==> src/rtl/lir_pkg.sv <==
// Shared types and constants for the linear interpolation resampler.
`default_nettype none

package lir_pkg;

    // Field widths of the transactions and of the configuration register.
    localparam int SAMPLE_W          = 16;
    localparam int CFG_W             = 21;
    localparam int FRACTION_BITS_DEF = 16;

    // Phase step after reset: a ratio of 1.0 in unsigned 5.16.
    localparam logic [CFG_W-1:0] PHASE_STEP_RESET = CFG_W'(65536);

    // Queue depths between the front, the back and the result port.
    localparam int WORK_DEPTH = 2;
    localparam int OUT_DEPTH  = 4;

    // One input transaction.
    typedef struct packed {
        logic signed [SAMPLE_W-1:0] sample_in;
        logic                       chunk_last;
    } t_in_item;

    // One result transaction.
    typedef struct packed {
        logic signed [SAMPLE_W-1:0] sample_out;
        logic                       run_last;
        logic                       chunk_done;
    } t_out_item;

    // Sequencer states of the back part.
    typedef enum logic [1:0] {
        S_IDLE,
        S_INTERP,
        S_TAIL
    } t_state;

endpackage

`default_nettype wire

==> src/rtl/lir_front.sv <==
// Front part: configuration register, step clamp and the work queue to the back.
`default_nettype none

module lir_front
    import lir_pkg::*;
#(
    parameter int FRACTION_BITS = FRACTION_BITS_DEF,
    localparam int STEP_W       = FRACTION_BITS + 5
) (
    input  wire logic              i_clk,
    input  wire logic              i_rst_n,
    input  wire logic              i_cfg_wr_en,
    input  wire logic [CFG_W-1:0]  i_cfg_wr_data,
    input  wire logic              push,
    output logic                   full,
    input  wire t_in_item          i_in_item,
    output logic                   o_work_valid,
    input  wire logic              i_work_pop,
    output t_in_item               o_work_item,
    output logic [STEP_W-1:0]      o_work_step
);

    localparam int CMP_W = (CFG_W > STEP_W) ? CFG_W : STEP_W;
    localparam logic [CMP_W-1:0] STEP_MIN = CMP_W'(1) << (FRACTION_BITS - 4);
    localparam logic [CMP_W-1:0] STEP_MAX = CMP_W'(1) << (FRACTION_BITS + 4);
    localparam logic [CMP_W-1:0] STEP_ONE = CMP_W'(1) << FRACTION_BITS;
    localparam int PTR_W = $clog2(WORK_DEPTH);
    localparam int CNT_W = $clog2(WORK_DEPTH + 1);

    logic [CFG_W-1:0]  r_phase_step;
    logic [CMP_W-1:0]  step_ext;
    logic [STEP_W-1:0] step_clamped;

    t_in_item          r_q_item [WORK_DEPTH];
    logic [STEP_W-1:0] r_q_step [WORK_DEPTH];
    logic [PTR_W-1:0]  r_wr_ptr;
    logic [PTR_W-1:0]  r_rd_ptr;
    logic [CNT_W-1:0]  r_count;
    logic              push_ok;
    logic              pop_ok;

    // The phase step register is written whenever the write enable is high.
    // After reset it holds a ratio of 1.0.
    always_ff @(posedge i_clk) begin
        if (!i_rst_n) begin
            r_phase_step <= CFG_W'(STEP_ONE);
        end else if (i_cfg_wr_en) begin
            r_phase_step <= i_cfg_wr_data;
        end
    end

    // Clamp the step so that a tiny or huge value cannot stall the sequencer.
    always_comb begin
        step_ext = CMP_W'(r_phase_step);
        if (step_ext < STEP_MIN) begin
            step_clamped = STEP_W'(STEP_MIN);
        end else if (step_ext > STEP_MAX) begin
            step_clamped = STEP_W'(STEP_MAX);
        end else begin
            step_clamped = STEP_W'(step_ext);
        end
    end

    assign full         = (r_count == CNT_W'(WORK_DEPTH));
    assign push_ok      = push && !full;
    assign pop_ok       = i_work_pop && (r_count != '0);
    assign o_work_valid = (r_count != '0);
    assign o_work_item  = r_q_item[r_rd_ptr];
    assign o_work_step  = r_q_step[r_rd_ptr];

    // Queue storage: each accepted transaction is stored with its clamped step.
    always_ff @(posedge i_clk) begin
        if (push_ok) begin
            r_q_item[r_wr_ptr] <= i_in_item;
            r_q_step[r_wr_ptr] <= step_clamped;
        end
    end

    // Queue pointers and fill count.
    always_ff @(posedge i_clk) begin
        if (!i_rst_n) begin
            r_wr_ptr <= '0;
            r_rd_ptr <= '0;
            r_count  <= '0;
        end else begin
            if (push_ok) begin
                r_wr_ptr <= PTR_W'((32'(r_wr_ptr) + 1) % WORK_DEPTH);
            end
            if (pop_ok) begin
                r_rd_ptr <= PTR_W'((32'(r_rd_ptr) + 1) % WORK_DEPTH);
            end
            if (push_ok && !pop_ok) begin
                r_count <= r_count + 1'b1;
            end else if (pop_ok && !push_ok) begin
                r_count <= r_count - 1'b1;
            end
        end
    end

endmodule

`default_nettype wire

==> src/rtl/lir_back.sv <==
// Back part: sequencer that emits the interpolated results of one sample at a time.
`default_nettype none

module lir_back
    import lir_pkg::*;
#(
    parameter int FRACTION_BITS = FRACTION_BITS_DEF,
    localparam int STEP_W       = FRACTION_BITS + 5
) (
    input  wire logic              i_clk,
    input  wire logic              i_rst_n,
    input  wire logic              i_work_valid,
    output logic                   o_work_pop,
    input  wire t_in_item          i_work_item,
    input  wire logic [STEP_W-1:0] i_work_step,
    output logic                   o_emit,
    output t_out_item              o_result,
    input  wire logic              i_out_full
);

    localparam int POS_W  = FRACTION_BITS + 5;
    localparam int SUM_W  = FRACTION_BITS + 6;
    localparam int PROD_W = SAMPLE_W + FRACTION_BITS + 2;
    localparam logic [SUM_W-1:0] ONE_S = SUM_W'(1) << FRACTION_BITS;
    localparam logic [SUM_W-1:0] TWO_S = SUM_W'(1) << (FRACTION_BITS + 1);

    t_state                     r_state;
    t_state                     n_state;
    logic signed [SAMPLE_W-1:0] r_prev;
    logic signed [SAMPLE_W-1:0] n_prev;
    logic                       r_have_prev;
    logic                       n_have_prev;
    logic [POS_W-1:0]           r_pos;
    logic [POS_W-1:0]           n_pos;
    logic signed [SAMPLE_W-1:0] r_x;
    logic                       r_last;
    logic [STEP_W-1:0]          r_step;

    logic [SUM_W-1:0]           pos_s;
    logic [SUM_W-1:0]           step_s;
    logic [SUM_W-1:0]           pos_next;
    logic [SUM_W-1:0]           pos_look;
    logic                       interp_ok;
    logic                       interp_fin;
    logic                       tail_ok;
    logic                       tail_fin;
    logic                       take;

    logic signed [SAMPLE_W:0]   diff;
    logic signed [PROD_W-1:0]   prod;
    logic signed [PROD_W-1:0]   prod_sh;
    logic signed [SAMPLE_W+1:0] interp_sum;
    logic signed [SAMPLE_W-1:0] interp_val;

    // Position arithmetic shared by both emitting states.
    assign pos_s    = SUM_W'(r_pos);
    assign step_s   = SUM_W'(r_step);
    assign pos_next = pos_s + step_s;
    assign pos_look = pos_next + step_s;

    // Interpolation runs while the position lies inside the sample interval;
    // on the chunk's last sample it stops where the next output would pass the end.
    assign interp_ok  = (pos_s < ONE_S) && !(r_last && (pos_next > TWO_S));
    assign interp_fin = r_last ? (pos_look > TWO_S) : (pos_next >= ONE_S);
    assign tail_ok    = (pos_next <= ONE_S);
    assign tail_fin   = (pos_look > ONE_S);

    assign take = (r_state == S_IDLE) && i_work_valid;

    // Interpolated value: prev + floor((x - prev) * frac / one).
    always_comb begin
        diff       = {r_x[SAMPLE_W-1], r_x} - {r_prev[SAMPLE_W-1], r_prev};
        prod       = PROD_W'(diff) * PROD_W'(signed'({1'b0, r_pos[FRACTION_BITS-1:0]}));
        prod_sh    = prod >>> FRACTION_BITS;
        interp_sum = (SAMPLE_W + 2)'(r_prev) + prod_sh[SAMPLE_W+1:0];
        interp_val = interp_sum[SAMPLE_W-1:0];
    end

    // Next state.
    always_comb begin
        n_state = r_state;
        unique case (r_state)
            S_IDLE: begin
                if (i_work_valid) begin
                    if (r_have_prev) begin
                        n_state = S_INTERP;
                    end else if (i_work_item.chunk_last) begin
                        n_state = S_TAIL;
                    end
                end
            end
            S_INTERP: begin
                if (interp_ok) begin
                    if (!i_out_full) begin
                        if (interp_fin) begin
                            n_state = S_IDLE;
                        end else if (pos_next >= ONE_S) begin
                            n_state = S_TAIL;
                        end
                    end
                end else if ((pos_s >= ONE_S) && r_last) begin
                    n_state = S_TAIL;
                end else begin
                    n_state = S_IDLE;
                end
            end
            S_TAIL: begin
                if (!tail_ok || (!i_out_full && tail_fin)) begin
                    n_state = S_IDLE;
                end
            end
            default: n_state = S_IDLE;
        endcase
    end

    // Datapath updates and result generation.
    always_comb begin
        n_prev              = r_prev;
        n_have_prev         = r_have_prev;
        n_pos               = r_pos;
        o_work_pop          = take;
        o_emit              = 1'b0;
        o_result.sample_out = interp_val;
        o_result.run_last   = 1'b0;
        o_result.chunk_done = 1'b0;
        unique case (r_state)
            S_IDLE: begin
                // First sample of a chunk only primes the previous sample.
                if (i_work_valid && !r_have_prev) begin
                    n_prev      = i_work_item.sample_in;
                    n_have_prev = 1'b1;
                end
            end
            S_INTERP: begin
                if (interp_ok) begin
                    if (!i_out_full) begin
                        o_emit              = 1'b1;
                        o_result.run_last   = interp_fin;
                        o_result.chunk_done = interp_fin && r_last;
                        if (interp_fin && r_last) begin
                            n_prev      = r_x;
                            n_have_prev = 1'b0;
                            n_pos       = '0;
                        end else if (pos_next >= ONE_S) begin
                            n_prev = r_x;
                            n_pos  = POS_W'(pos_next - ONE_S);
                        end else begin
                            n_pos = POS_W'(pos_next);
                        end
                    end
                end else if (pos_s >= ONE_S) begin
                    // No output falls in this interval.
                    n_prev = r_x;
                    n_pos  = POS_W'(pos_s - ONE_S);
                end else begin
                    // Last sample with the next output past the chunk end.
                    n_prev      = r_x;
                    n_have_prev = 1'b0;
                    n_pos       = '0;
                end
            end
            S_TAIL: begin
                o_result.sample_out = r_x;
                if (!tail_ok) begin
                    n_have_prev = 1'b0;
                    n_pos       = '0;
                end else if (!i_out_full) begin
                    o_emit              = 1'b1;
                    o_result.run_last   = tail_fin;
                    o_result.chunk_done = tail_fin;
                    if (tail_fin) begin
                        n_have_prev = 1'b0;
                        n_pos       = '0;
                    end else begin
                        n_pos = POS_W'(pos_next);
                    end
                end
            end
            default: begin
                o_work_pop = 1'b0;
            end
        endcase
    end

    // Control state.
    always_ff @(posedge i_clk) begin
        if (!i_rst_n) begin
            r_state     <= S_IDLE;
            r_prev      <= '0;
            r_have_prev <= 1'b0;
            r_pos       <= '0;
        end else begin
            r_state     <= n_state;
            r_prev      <= n_prev;
            r_have_prev <= n_have_prev;
            r_pos       <= n_pos;
        end
    end

    // The current transaction is held while its results are produced.
    always_ff @(posedge i_clk) begin
        if (take) begin
            r_x    <= i_work_item.sample_in;
            r_last <= i_work_item.chunk_last;
            r_step <= i_work_step;
        end
    end

endmodule

`default_nettype wire

==> src/rtl/lir_out_fifo.sv <==
// Result queue that decouples the sequencer from the consumer.
`default_nettype none

module lir_out_fifo
    import lir_pkg::*;
(
    input  wire logic      i_clk,
    input  wire logic      i_rst_n,
    input  wire logic      i_wr_en,
    input  wire t_out_item i_wr_item,
    output logic           o_full,
    output logic           empty,
    input  wire logic      pop,
    output t_out_item      o_out_item
);

    localparam int PTR_W = $clog2(OUT_DEPTH);
    localparam int CNT_W = $clog2(OUT_DEPTH + 1);

    t_out_item        r_mem [OUT_DEPTH];
    logic [PTR_W-1:0] r_wr_ptr;
    logic [PTR_W-1:0] r_rd_ptr;
    logic [CNT_W-1:0] r_count;
    logic             wr_ok;
    logic             rd_ok;

    assign o_full     = (r_count == CNT_W'(OUT_DEPTH));
    assign empty      = (r_count == '0);
    assign wr_ok      = i_wr_en && !o_full;
    assign rd_ok      = pop && !empty;
    assign o_out_item = r_mem[r_rd_ptr];

    // Result storage.
    always_ff @(posedge i_clk) begin
        if (wr_ok) begin
            r_mem[r_wr_ptr] <= i_wr_item;
        end
    end

    // Pointers and fill count.
    always_ff @(posedge i_clk) begin
        if (!i_rst_n) begin
            r_wr_ptr <= '0;
            r_rd_ptr <= '0;
            r_count  <= '0;
        end else begin
            if (wr_ok) begin
                r_wr_ptr <= PTR_W'((32'(r_wr_ptr) + 1) % OUT_DEPTH);
            end
            if (rd_ok) begin
                r_rd_ptr <= PTR_W'((32'(r_rd_ptr) + 1) % OUT_DEPTH);
            end
            if (wr_ok && !rd_ok) begin
                r_count <= r_count + 1'b1;
            end else if (rd_ok && !wr_ok) begin
                r_count <= r_count - 1'b1;
            end
        end
    end

endmodule

`default_nettype wire

==> src/rtl/linear_interp_resampler.sv <==
// Top level of the linear interpolation resampler.
//
// Resamples chunks of signed 16-bit audio by linear interpolation with a 5.16
// phase step (input rate over output rate), clamped to 1/16 through 16. Input
// samples enter a two-entry queue; a sequencer then takes one sample at a time
// and produces its results one per cycle, while the result queue is not full,
// into a four-entry result queue. A new sample is taken only after the
// sequencer is done with the previous one. run_last marks the final result
// of each input transaction and chunk_done the final result of a chunk. The
// user must write the phase step through the configuration port only while
// the block is idle; the block itself does not enforce this.
`default_nettype none

module linear_interp_resampler
    import lir_pkg::*;
#(
    parameter int FRACTION_BITS = FRACTION_BITS_DEF
) (
    input  wire logic             i_clk,
    input  wire logic             i_rst_n,
    input  wire logic             i_cfg_wr_en,
    input  wire logic [CFG_W-1:0] i_cfg_wr_data,
    input  wire logic             push,
    output logic                  full,
    input  wire t_in_item         i_in_item,
    output logic                  empty,
    input  wire logic             pop,
    output t_out_item             o_out_item
);

    localparam int STEP_W = FRACTION_BITS + 5;

    logic              work_valid;
    logic              work_pop;
    t_in_item          work_item;
    logic [STEP_W-1:0] work_step;
    logic              emit;
    t_out_item         result;
    logic              out_full;

    // Front part: configuration and input queue.
    lir_front #(
        .FRACTION_BITS (FRACTION_BITS)
    ) u_front (
        .i_clk         (i_clk),
        .i_rst_n       (i_rst_n),
        .i_cfg_wr_en   (i_cfg_wr_en),
        .i_cfg_wr_data (i_cfg_wr_data),
        .push          (push),
        .full          (full),
        .i_in_item     (i_in_item),
        .o_work_valid  (work_valid),
        .i_work_pop    (work_pop),
        .o_work_item   (work_item),
        .o_work_step   (work_step)
    );

    // Back part: interpolation sequencer.
    lir_back #(
        .FRACTION_BITS (FRACTION_BITS)
    ) u_back (
        .i_clk        (i_clk),
        .i_rst_n      (i_rst_n),
        .i_work_valid (work_valid),
        .o_work_pop   (work_pop),
        .i_work_item  (work_item),
        .i_work_step  (work_step),
        .o_emit       (emit),
        .o_result     (result),
        .i_out_full   (out_full)
    );

    // Result queue toward the consumer.
    lir_out_fifo u_out_fifo (
        .i_clk      (i_clk),
        .i_rst_n    (i_rst_n),
        .i_wr_en    (emit),
        .i_wr_item  (result),
        .o_full     (out_full),
        .empty      (empty),
        .pop        (pop),
        .o_out_item (o_out_item)
    );

endmodule

`default_nettype wire
==> config.mk <==
export PLATFORM = sky130hd
export DESIGN_NAME = linear_interp_resampler
export DESIGN_NICKNAME = d
export VERILOG_FILES = /design/src/rtl/lir_pkg.sv /design/src/rtl/lir_front.sv /design/src/rtl/lir_back.sv /design/src/rtl/lir_out_fifo.sv /design/src/rtl/linear_interp_resampler.sv
export SDC_FILE = /design/constraint.sdc
export NUM_CORES = 1
export LEC_CHECK = 0
export BUFFER_PORTS_ARGS = -buffer_cell sky130_fd_sc_hd__buf_2
export CORE_ASPECT_RATIO = 1.4
export CORE_MARGIN = 5
export CORE_UTILIZATION = 50
export DETAILED_ROUTE_END_ITERATION = 16
export GPL_TIMING_DRIVEN = 1
export PLACE_DENSITY = 0.74
export RECOVER_POWER = 25
export SETUP_SLACK_MARGIN = 0.02
export SYNTH_ARGS = -nofsm -noshare
export SYNTH_HDL_FRONTEND = slang
export SYNTH_SLANG_ARGS = --single-unit
==> constraint.sdc <==
create_clock -name i_clk -period 20.3 [get_ports i_clk]
set_clock_uncertainty 0.15 [all_clocks]
set_input_delay 3.045 -clock i_clk [delete_from_list [all_inputs] [get_ports i_clk]]
set_output_delay 3.045 -clock i_clk [all_outputs]
set_load 0.01 [all_outputs]
==> results of run 1 <==
==> power breakdown <==
| part | total (W) | internal (W) | switching (W) |
|---|---|---|---|
| combinational | 0.00281 | 0.00102 | 0.00179 |
| clock | 0.000449 | 0.000252 | 0.000197 |
| sequential | 0.000917 | 0.000789 | 0.000129 |
| total | 0.00418 | 0.00207 | 0.00211 |
==> layer usage <==
| metal | track usage | routed length, um | vias to the layer above |
|---|---|---|---|
| met5 | 0 | 0 | - |
| met4 | 0.0963 | 2840 | 0 |
| met3 | 0.0198 | 2550 | 183 |
| met2 | 0.392 | 29800 | 572 |
| met1 | 0.262 | 22300 | 8601 |
| li1 | - | - | 8053 |
==> cells by family (layout without fill, tap and decap cells) <==
kind of cell	count (synthesis)	after routing	share of synthesized area
flip-flops	261	261	0.291
XOR/XNOR	81	81	0.0299
multiplexers	86	86	0.0460
AND/OR/NAND/NOR	673	673	0.140
buffers and inverters	510	548	0.0797
AO/OA/AOI/OAI	359	359	0.102
other	0	1	0
adder cells (fa/ha/maj)	442	442	0.311
==> registers in the layout (all words and copies together), names as in the netlist, named ones only <==
| register | count |
|---|---|
| u_out_fifo.r_mem | 72 |
| u_front.r_q_step | 42 |
| u_front.r_q_item | 34 |
| u_back.r_pos | 21 |
| u_back.r_step | 21 |
| u_front.r_phase_step | 21 |
| u_back.r_prev | 16 |
| u_back.r_x | 16 |
| u_out_fifo.r_count | 3 |
| u_back.r_state | 2 |
| u_front.r_count | 2 |
| u_out_fifo.r_rd_ptr | 2 |
| u_out_fifo.r_wr_ptr | 2 |
| u_back.r_have_prev | 1 |
| u_back.r_last | 1 |
| u_front.r_rd_ptr | 1 |
| u_front.r_wr_ptr | 1 |
==> cell usage in the layout (no fill, tap or decap), drive strengths merged, types with 14 or more instances in the layout <==
cell type / count
a211oi: 16
a21o: 22
a21oi: 80
a22o: 17
a31oi: 28
and2: 127
and3: 14
buf: 84
clkbuf: 34
dfxtp: 75
edfxtp: 186
fa: 270
ha: 172
inv: 418
mux2: 27
mux2i: 41
mux4: 18
nand2: 207
nand2b: 20
nand3: 40
nand3b: 19
nor2: 119
nor2b: 38
nor3: 29
nor4: 15
o21a: 18
o21ai: 89
or3: 14
xnor2: 51
xor2: 30
==> critical path: cells and delay by family, from the launching register on <==
kind | cells | cell delay [ns]
AO/OA/AOI/OAI | 21 | 4.79
XOR/XNOR | 3 | 0.32
adder cells (fa/ha/maj) | 9 | 3.86
buffers and inverters | 9 | 0.68
flip-flops | 1 | 0.46
AND/OR/NAND/NOR | 8 | 1.01
==> how the worst min path moves through the flow <==
stage                                                from                                    end  slack [ns]  cells after the start
floorplan           u_front.r_phase_step[16]$_SDFFE_PN1P_  u_front.r_phase_step[16]$_SDFFE_PN1P_        0.31                      2
global placement    u_front.r_phase_step[16]$_SDFFE_PN1P_  u_front.r_phase_step[16]$_SDFFE_PN1P_        0.34                      2
detailed placement  u_front.r_phase_step[16]$_SDFFE_PN1P_  u_front.r_phase_step[16]$_SDFFE_PN1P_        0.35                      2
CTS                        u_back.r_state[0]$_SDFFE_PN0P_         u_back.r_state[0]$_SDFFE_PN0P_        0.36                      2
global route               u_back.r_state[0]$_SDFFE_PN0P_         u_back.r_state[0]$_SDFFE_PN0P_        0.40                      2
finish              u_front.r_phase_step[16]$_SDFFE_PN1P_  u_front.r_phase_step[16]$_SDFFE_PN1P_        0.36                      2
==> through the flow <==
step | hold WS [ns] | worst slack, ns | utilization | power, W | area [um^2]
6_report | 0.361 | 8.81 | 0.541 | 0.00418 | 26000
5_1_grt | 0.395 | 7.78 | 0.541 | 0.00452 | 26000
4_1_cts | 0.360 | 8.80 | 0.541 | 0.00418 | 26000
3_5_place_dp | 0.350 | 8.87 | 0.524 | 0.00371 | 25200
3_3_place_gp | 0.338 | 9.15 | 0.524 | 0.00363 | 25200
2_1_floorplan | 0.307 | 10.06 | - | 0.00288 | 24300
==> cell type report <==
class                           instances  area share
Multi-Input combinational cell       1641       0.589
Clock buffer                           33      0.0264
Tap cell                              630      0.0303
Timing Repair Buffer                   85      0.0184
Inverter                              417      0.0601
Sequential cell                       261       0.272
Clock inverter                         13     0.00394
Antenna cell                            1   0.0000961
==> metrics list, run 1 <==
- PD cells: between 150 and 200 nW/um^2
* Number of pins exceeding their max-slew limit in the final report: 0
- Setup-failing EPs final: 0
* Transition time at the pin with the least slew margin: approximately 1.3 ns
* Number of nets in the synthesized netlist: 2,897
- The setup path with the least slack is of type reg2reg.
* Count of H-tree levels built during CTS: 1
- Core area: just under 50,000 um^2
- The number of antenna violations at the first check in global routing was 0.
- Overall overflow remaining after global route: 0
- Routed len/inst: between 15 and 20 um
- Half-perimeter wire length after placement: 46,000 um
* Total via count after detailed routing: ~17,000
- Worst Path Required: 20.45 ns
- Kind of start point of the critical path: flop
- Fraction of layout instances using a drive strength above 1: 0.0829
- Post-Synthesis Cell Area: between 20,000 and 25,000 um^2
- DR vias/cell: ~5.7
- Count of boundary I/O pins: between 60 and 70
- Post-CTS Setup Repair Bufs: 0
* Post-detailed-routing wire length: 57,600 um
* Cell row count: between 90 and 100
- A synthesized cell averages 10.1 um^2.
- The tightest min-delay check is of the reg2reg type.
- For the worst-skew pair, the clock arrives at the later sink with an insertion delay of between 0.5 and 0.6 ns.
* Top cells by area in the synthesized netlist: sky130_fd_sc_hd__edfxtp_1, sky130_fd_sc_hd__fa_1, sky130_fd_sc_hd__ha_1
- Yosys printed 0 warnings.
- Setup repair after global routing left no endpoint under its margin.
- At the end of the flow, the number of nets in the layout was 2,916.
* Initial Utilization: 0.505
- Max_cap viols: 0
- Share of the synthesized area in the top cell type: 0.230
* Dominant register cell in the synthesized netlist: sky130_fd_sc_hd__edfxtp_1
- The worst register-to-register path has a depth of 50.
- Post-route DRC: 0
- The worst setup path is captured at a flop.
- The commonest cells after synthesis are sky130_fd_sc_hd__inv_1, sky130_fd_sc_hd__fa_1, sky130_fd_sc_hd__nand2_1, sky130_fd_sc_hd__edfxtp_1, sky130_fd_sc_hd__ha_1.
- Largest net degree at the start of global routing: 58
* Sequential area share after synthesis: 0.291
- Number of gates resized after cts: 0
- Peak per-stage delay on the critical path: approximately 0.63 ns
- Along the worst path, the maximum fanout reaches 16.
- Area of the multi-input gates: about 15,000 um^2
* Count of final hold-check violations: 0
- VDD sags by at most roughly 0.00012 V.
- Number of instances in the synthesized netlist: around 2,400
* R2r endpoint: u_out_fifo.r_mem[1][15]$_DFFE_PP_
- Clock-pin slew on the worst setup and hold paths: 0.07 ns
* Most used standard cell by instance count after synthesis: sky130_fd_sc_hd__inv_1
- Wire length of the first global-routing pass: between 90,000 and 100,000 um
- Of the available clock period, the critical path in the final layout requires 0.566.
- Headroom to the max-slew limit came out at 0.118.
- Counting the fill cells in the layout gives between 4,000 and 5,000.
- Reg area: around 7100 um^2
* Unique cell type count in the Yosys netlist: 97
- Static timing analysis puts the maximum clock frequency at a little under 90 MHz.
- Syn-to-layout area delta: 7.05%
* Placed Cells incl. Taps: between 3,000 and 4,000
- Buffers inserted during clock tree synthesis total 25.
- After layout, the minimum clock period comes to approximately 11 ns.
- In this run the critical register-to-register path is launched from u_back.r_prev[1]$_SDFFE_PN0P_.
- CP max stage cell: sky130_fd_sc_hd__a2111oi_0
- The finished layout holds around 3,100 standard cells, fillers aside.
- In this run the vertical extent of the chip is ~270 um.
- Critical path capture point: u_out_fifo.r_mem[1][15]$_DFFE_PP_
- In the global route stage, overall resource usage came out at 0.217.
- Setup slack on the worst flop-to-flop path: 8.81 ns
- The analysis attributes to cell leakage a power of ~12 nW.
* Antenna Nets Post-Route: 0
- CTS root buffer: sky130_fd_sc_hd__clkbuf_16
- Number of global-route vias before repair: roughly 19,000
- In this run, the number of DRC markers left after iteration 0 of detailed routing was between 1,000 and 1,500.
- In the final timing run, aggregate negative setup slack is 0 ns.
* Total of flip-flops plus latches after synthesis: about 260
- The die is between 150 and 200 um wide.
- The first TritonRoute pass finished after 5 iterations.
- No sink is reached through more buffers than the 3 on the longest clock path.
* Post-synth EDFFs: ~190
* Result of the run: finished clean
- Fraction of synthesis flops using an asynchronous set or reset pin: 0
* Total Die Area: approximately 53,000 um^2
- Buffers inserted to repair hold after CTS numbered 0.
* Final GP Congestion: 0.949
- Data arrival time of the worst path: 11.65 ns
- Cell accounting for the most synthesized area: sky130_fd_sc_hd__edfxtp_1
* Most common cell type on the critical path: sky130_fd_sc_hd__inv_1
- The critical path starts at u_back.r_prev[1]$_SDFFE_PN0P_.
- IO Port Bufs: between 60 and 70
- TritonCTS built the clock tree.
- Sinks on Clock Net: between 200 and 300
Note: power is estimated with default switching activity, not from simulation.
==> run 2: changes to the inputs <==
--- a/config.mk
+++ b/config.mk
@@ -5,6 +5,7 @@
 export SDC_FILE = /design/constraint.sdc
 export NUM_CORES = 1
 export LEC_CHECK = 0
+export ABC_AREA = 1
 export BUFFER_PORTS_ARGS = -buffer_cell sky130_fd_sc_hd__buf_2
 export CORE_ASPECT_RATIO = 1.4
 export CORE_MARGIN = 5
==> constraint.sdc (replaced) <==
create_clock -name i_clk -period 10.7 [get_ports i_clk]
set_clock_uncertainty 0.15 [all_clocks]
set_input_delay 1.605 -clock i_clk [delete_from_list [all_inputs] [get_ports i_clk]]
set_output_delay 1.605 -clock i_clk [all_outputs]
set_load 0.01 [all_outputs]
==> metrics list, run 2 <==
- Result of the run: finished with violations
- Violated checks: max-capacitance violations, max-slew violations
- Kind of start point of the critical path: flop
- The worst slack at placement is 0.329 ns (-8.54 ns).
- Core area: 50,000 um^2 (+3.9%)
- Largest net degree at the start of global routing: 69 (+19%)
- Max_cap viols: 1 (+1)
- Broken down by cell family, the worst path's largest delay share belongs to adder cells.
- TritonCTS built the clock tree.
* Antenna Nets Post-Route: 0 (unchanged)
- IO Port Bufs: 62 (unchanged)
- Worst path buffer plus inverter count: 8 (-1)
- Most frequent standard cell in the layout excluding fill and tap cells: sky130_fd_sc_hd__nand2_1
- Of all cell types, the one taking the most synthesized area is sky130_fd_sc_hd__edfxtp_1.
- Type of the worst setup path: reg2reg
- Max FFs per register: 72 (unchanged)
- The worst hold path belongs to the class reg2reg.
- Shortest clock period the worst path allows after layout: 9.99 ns (-1.51 ns)
- Most common cell type on the critical path: sky130_fd_sc_hd__nand2_1
* Tcrit/Tclk final: 0.934 (+0.367)
- Post-Synthesis Cell Area: 25,200 um^2 (+3.6%)
- CTS hold repair buffers: 0 (unchanged)
- The most common cell in the synthesized netlist is sky130_fd_sc_hd__nand2_1.
* Iteration-0 DRC Markers: 1,325 (+25%)
- Clock tree buffer depth: 3 (unchanged)
- The mean cell area of the mapped netlist is 7.99 um^2 (-21%).
- FMAX: 100 MHz (+15%)
- The count of boundary I/O pins came to 63 (unchanged).
- Unique cell type count in the Yosys netlist: 51 (-47%)
- The number of CTS-inserted buffers was 23 (-8.0%).
- Data arrival time of the worst path: 10.08 ns (-1.57 ns)
- Maximum net fanout on the critical path: 9 (-7)
- Final GP Congestion: 0.997 (+5.0%)
- Layout filler cell count: 4,738 (+15%)
* Clock-pin slew on the worst setup and hold paths: 0.07 ns (about the same)
- DR pass1 iterations: 5 (unchanged)
- Final total negative setup slack: 0 ns (unchanged)
- The average wire per standard cell is 17.4 um (-6.9%).
- Number of instances in the synthesized netlist: 3,154 (+31%)
- Sinks on Clock Net: 261 (unchanged)
- The stage delay of the slowest cell on the critical path is 0.58 ns (-0.05 ns).
- The overall track demand over capacity in global routing was 0.247 (+0.0299).
- The die extent in x was 200 um (+1.7%).
- From synthesis to final layout, the design area changed by 7.42%.
- The number of slew-limit violations in the final report was 39 (+39).
- STA classifies the critical path endpoint as a flop.
- The tree is rooted in a sky130_fd_sc_hd__clkbuf_16.
- For this run, the leading register cell type out of synthesis is sky130_fd_sc_hd__edfxtp_1.
- Wire length of the first global-routing pass: 106,000 um (+12%)
- Fraction of layout instances using a drive strength above 1: 0.0681 (-0.0148)
- Total of flip-flops plus latches after synthesis: 261 (unchanged)
* Total Die Area: 55,100 um^2 (+3.5%)
- Fraction of synthesis flops using an asynchronous set or reset pin: 0 (unchanged)
- Post-detailed-routing wire length: 67,200 um (+17%)
- Post-synth EDFFs: 186 (unchanged)
- The sequential element share of the synthesized area was 0.281 (-0.0103).
- Final WS setup: 0.711 ns (-8.09 ns)
* Largest register by flop count: u_out_fifo.r_mem
- Setup repair after global routing left no endpoint under its margin.
- The total number of H-tree levels came to 1 (unchanged).
- The library cells used most frequently in the layout, excluding fill and tap cells, are sky130_fd_sc_hd__nand2_1, sky130_fd_sc_hd__inv_1, sky130_fd_sc_hd__nor2_1, sky130_fd_sc_hd__fa_1, sky130_fd_sc_hd__edfxtp_1.
- Worst slew margin: -0.447 (-0.565)
- The clock latency at the later pin of the worst-skew pair is 0.56 ns (+0.02 ns).
- The required time at the worst-slack endpoint came to 10.79 ns (-9.66 ns).
* Share of the synthesized area in the top cell type: 0.222 (-0.00808)
- The count of synthesis-stage warnings from yosys came to 0 (unchanged).
* Number of antenna diodes: 0 (-1)
- The die boundary height is 276 um (+1.7%).
- The number of nets in the layout is 3,684 (+26%).
* Number of nets in the synthesized netlist: 3,639 (+26%)
- Number of global-route vias before repair: 20,300 (+9.5%)
- In the synthesized netlist, the cells that appear most often are sky130_fd_sc_hd__nand2_1, sky130_fd_sc_hd__inv_1, sky130_fd_sc_hd__nor2_1, sky130_fd_sc_hd__fa_1, sky130_fd_sc_hd__edfxtp_1.
* Worst hold-check slack: 0.322 ns (-0.0389 ns)
- The number of vias after detailed routing was 20,300 (+17%).
- Initial Utilization: 0.504 (-0.00108)
* Overall overflow remaining after global route: 0 (unchanged)
- The final hold violation count was 0 (unchanged).
- Setup-failing EPs final: 0 (unchanged)
- Largest registers: u_out_fifo.r_mem: 72 flops, u_front.r_q_step: 42 flops, u_front.r_q_item: 34 flops
* Top cells by area in the synthesized netlist: sky130_fd_sc_hd__edfxtp_1, sky130_fd_sc_hd__fa_1, sky130_fd_sc_hd__nand2_1
* DR vias/cell: 5.27 (-6.7%)
- Transition time at the pin with the least slew margin: 2.17 ns (+0.853 ns)
- The largest individual stage delay along the critical path comes from the cell sky130_fd_sc_hd__fa_1.
* Half-perimeter wire length after placement: 54,300 um (+18%)
* Cell row count: 97 (+2.1%)
- Antenna violations before repair: 0 (unchanged)
* Post-route DRC: 0 (unchanged)
## run 2: cell families after synthesis
family	count (synthesis)	share of synthesized area
compound gates	306	0.0646
xor+xnor	48	0.0174
fa+ha+maj	442	0.300
buf+inv	741	0.112
flops	261	0.281
simple gates	1356	0.225
## run 2: metal layers
layer  routed length [um]  vias up  global-route usage  share of wire
met5                    0        -                   0              0
met4                 5520        0               0.158          0.082
met3                 3570      240              0.0297          0.053
met2                33700      682               0.436           0.50
met1                24400     9646               0.281           0.36
li1                     -     9767                   -              -
## run 2: cell type report
type	instances	area, um^2	share of cell area
multi-input combinational	2152	15300	0.566
sequential	261	7090	0.262
inverter	673	2530	0.0933
tap	643	805	0.0297
clock buffer	26	597	0.0220
timing repair buffer	88	488	0.0180
clock inverter	16	236	0.00873
## run 2: worst reg2reg max path, delay by kind of cell, from the launching register on
family                   cells  cell delay (ns)
XOR/XNOR                     1             0.24
flip-flops                   1             0.32
buffers and inverters        8             0.47
AO/OA/AOI/OAI               15             2.59
AND/OR/NAND/NOR             14             1.45
adder cells (fa/ha/maj)     10             4.46
## run 2: through the flow
step                      std cells  cell area [um^2]   util
after floorplan                3154             25200      -
after global placement         3816             26200  0.525
after detailed placement       3816             26200  0.525
after CTS                      3858             27100  0.541
after global routing           3859             27100  0.542
final                          3859             27100  0.542
## run 2: worst paths after layout
kind / from / end / slack (ns) / cells past startpoint
setup / recovery: u_back.r_x[0]$_DFFE_PP_ / u_out_fifo.r_mem[0][17]$_DFFE_PP_ / 0.71 / 48
hold / removal: u_front.r_phase_step[18]$_SDFFE_PN0P_ / u_front.r_phase_step[18]$_SDFFE_PN0P_ / 0.32 / 2
setup reg to reg: u_back.r_x[0]$_DFFE_PP_ / u_out_fifo.r_mem[0][17]$_DFFE_PP_ / 0.71 / 48
hold reg to reg: u_front.r_phase_step[18]$_SDFFE_PN0P_ / u_front.r_phase_step[18]$_SDFFE_PN0P_ / 0.32 / 2
## run 2: repair_timing
| item | CTS | global route |
|---|---|---|
| endpoints found under the setup margin | 0 | 36 |
| buffers inserted | 0 | 1 |
| gates resized for setup | 0 | 12 |
Power of run 2 is not shown: default switching activity piles up to over one toggle a cycle in this logic, so the estimate is an artifact.
==> run 3: changes to the inputs <==
--- a/config.mk
+++ b/config.mk
@@ -8,11 +8,11 @@
 export ABC_AREA = 1
 export BUFFER_PORTS_ARGS = -buffer_cell sky130_fd_sc_hd__buf_2
 export CORE_ASPECT_RATIO = 1.4
-export CORE_MARGIN = 5
-export CORE_UTILIZATION = 50
+export CORE_MARGIN = 3
+export CORE_UTILIZATION = 46
 export DETAILED_ROUTE_END_ITERATION = 16
 export GPL_TIMING_DRIVEN = 1
-export PLACE_DENSITY = 0.74
+export PLACE_DENSITY = 0.7
 export RECOVER_POWER = 25
 export SETUP_SLACK_MARGIN = 0.02
 export SYNTH_ARGS = -nofsm -noshare
==> metrics list, run 3 (synthesized netlist as in run 2, its figures left out) <==
* Result of the run: finished with violations
- The checks that failed: max-capacitance violations, max-slew violations.
* Worst Reg2Reg Path Length in Cells: 49 (+2.1%)
- Worst slew margin: -1.22 (-0.777)
* Largest register by flop count: u_out_fifo.r_mem
* Overall overflow remaining after global route: 0 (unchanged)
- The via count of the first global-routing pass was 20,000 (-1.3%).
- Number of pins exceeding their max-slew limit in the final report: 40 (+2.6%)
- The clock sink count came to 261 (unchanged).
* Max_cap viols: 1 (unchanged)
* CTS buffer count: 24 (+4.3%)
- The quantity of hold-fixing buffers added after cts came to 0 (unchanged).
- Antenna violations before repair: 2 (+2)
- Cell row count: 100 (+3.1%)
- Relative to the synthesized area, the layout overhead comes to 8.19%.
* DR pass1 iterations: 5 (unchanged)
- The die boundary height was 283 um (+2.7%).
- DR vias/cell: 5.11 (-3.0%)
- The tree is rooted in a sky130_fd_sc_hd__clkbuf_16.
- Maximum net fanout on the critical path: 9 (unchanged)
- The number of vias after detailed routing is 20,100 (-1.1%).
- STA classifies the critical path startpoint as a flop.
* Largest net degree at the start of global routing: 69 (unchanged)
- The critical path ends at u_out_fifo.r_mem[3][12]$_DFFE_PP_.
- Number of antenna diodes: 0 (unchanged)
- End-of-flow core utilization: 0.508 (-0.0334)
- Final total negative setup slack: 0 ns (unchanged)
- Count of final hold-check violations: 0 (unchanged)
- The worst-case clock buffer depth is 3 (unchanged).
- The number of DRC markers after the initial detailed-route iteration is 1,362 (+2.8%).
* Initial Utilization: 0.470 (-0.0345)
* Combined global-route utilization of all metal layers: 0.237 (-0.0105)
- Worst Path Required: 10.82 ns (+0.03 ns)
* CTS tree: yes
- The wire length of the first global-routing pass was 107,000 um (+0.68%).
* Total Die Area: 57,700 um^2 (+4.8%)
* Setup-failing EPs final: 0 (unchanged)
* Setup slack on the worst flop-to-flop path: 0.73 ns (+0.02 ns)
* CP max stage cell: sky130_fd_sc_hd__fa_1
- Max FFs per register: 72 (unchanged)
- Tcrit/Tclk final: 0.932 (-0.00155)
- In this run the worst setup path begins at u_back.r_prev[5]$_SDFFE_PN0P_.
- The worst setup path is of the reg2reg kind.
- Final nets: 3,687 (+0.081%)
- The weighted congestion at the end of routability-driven global placement was 0.956 (-4.1%).
- Clock insertion delay at the later pin of the skew report: 0.55 ns (about the same)
- The top cell types in the final layout, fill and taps aside, are sky130_fd_sc_hd__nand2_1, sky130_fd_sc_hd__inv_1, sky130_fd_sc_hd__nor2_1, sky130_fd_sc_hd__fa_1, sky130_fd_sc_hd__edfxtp_1.
- Peak per-stage delay on the critical path: 0.54 ns (-0.04 ns)
- The average wire per standard cell was 17.3 um (-0.39%).
* Most frequent standard cell in the layout excluding fill and tap cells: sky130_fd_sc_hd__nand2_1
- The count of buffers inserted at the top-level ports came to 62 (unchanged).
- Transition time at the pin with the least slew margin: 3.32 ns (+1.15 ns)
- Critical register-to-register path startpoint: u_back.r_prev[5]$_SDFFE_PN0P_
- The die extent in x was 204 um (+2.0%).
- FMAX: 100 MHz (+0.17%)
* Shortest clock period the worst path allows after layout: 9.97 ns (-0.0166 ns)
- STA classifies the critical path endpoint as a flop.
- Antenna Nets Post-Route: 0 (unchanged)
- The detailed-placement wirelength estimate is 55,700 um (+2.7%).
- Post-route DRC: 0 (unchanged)
- The wire length after detailed routing was 68,200 um (+1.5%).
- Fraction of layout instances using a drive strength above 1: 0.0693 (+0.00116)
* Clock-pin slew on the worst setup and hold paths: 0.07 ns (about the same)
* Core area: 53,700 um^2 (+7.3%)
- R2r endpoint: u_out_fifo.r_mem[3][12]$_DFFE_PP_
* Unrepaired setup endpoints after global routing: false
* Largest registers: u_out_fifo.r_mem: 72 flops, u_front.r_q_step: 42 flops, u_front.r_q_item: 34 flops
- Data arrival time of the worst path: 10.10 ns (+0.02 ns)
* Count of H-tree levels built during CTS: 1 (unchanged)
- Min-Delay Path Class: reg2reg
- Count of boundary I/O pins: 63 (unchanged)
==> run 3: routing by layer <==
metal	wire [um]	share of wire	up-vias	track usage
li1	-	-	9783	-
met1	24700	0.36	9479	0.270
met2	35100	0.51	643	0.427
met3	3340	0.049	207	0.0209
met4	5090	0.075	0	0.141
met5	0	0	-	0
==> run 3: through the flow <==
step                      area [um^2]  hold slack [ns]  setup WS [ns]  cells
final                           27300            0.329          0.728   3934
after global routing            27300            0.349         0.0613   3934
after CTS                       27200            0.329          0.323   3930
after detailed placement        26300            0.319          0.360   3886
after global placement          26300            0.305          0.579   3886
after floorplan                 25200            0.286           1.38   3154
==> run 3: how the worst min path moves through the flow <==
stage	start	depth (start not counted)	slack, ns	to
finish	u_out_fifo.r_rd_ptr[1]$_SDFFE_PN0P_	2	0.33	flop
detailed placement	u_out_fifo.r_rd_ptr[1]$_SDFFE_PN0P_	2	0.32	u_out_fifo.r_rd_ptr[1]$_SDFFE_PN0P_
global route	u_front.r_phase_step[17]$_SDFFE_PN0P_	2	0.35	u_front.r_phase_step[17]$_SDFFE_PN0P_
CTS	u_out_fifo.r_rd_ptr[1]$_SDFFE_PN0P_	2	0.33	flop
floorplan	u_out_fifo.r_rd_ptr[1]$_SDFFE_PN0P_	2	0.29	flop
global placement	u_out_fifo.r_rd_ptr[1]$_SDFFE_PN0P_	2	0.31	u_out_fifo.r_rd_ptr[1]$_SDFFE_PN0P_
==> run 3: area by class of cell <==
class | instances | area (um^2)
Clock buffer | 29 | 639
Clock inverter | 15 | 264
Fill cell | 5128 | 26400
Inverter | 673 | 2530
Multi-Input combinational cell | 2152 | 15400
Sequential cell | 261 | 7090
Tap cell | 714 | 893
Timing Repair Buffer | 90 | 505
==> run 3: what timing repair did <==
action	CTS	global route
gates resized for setup	0	15
setup buffers	0	4
endpoints found under the setup margin	0	36
==> run 3: worst max-delay path, delay by kind of cell, from the launching register on <==
family                   cells  cell delay, ns
flip-flops                   1            0.39
adder cells (fa/ha/maj)     10            4.27
AND/OR/NAND/NOR             18            2.53
XOR/XNOR                     1            0.15
AO/OA/AOI/OAI               10            1.42
buffers and inverters       10            0.76
Power of run 3 is left out for the same reason.
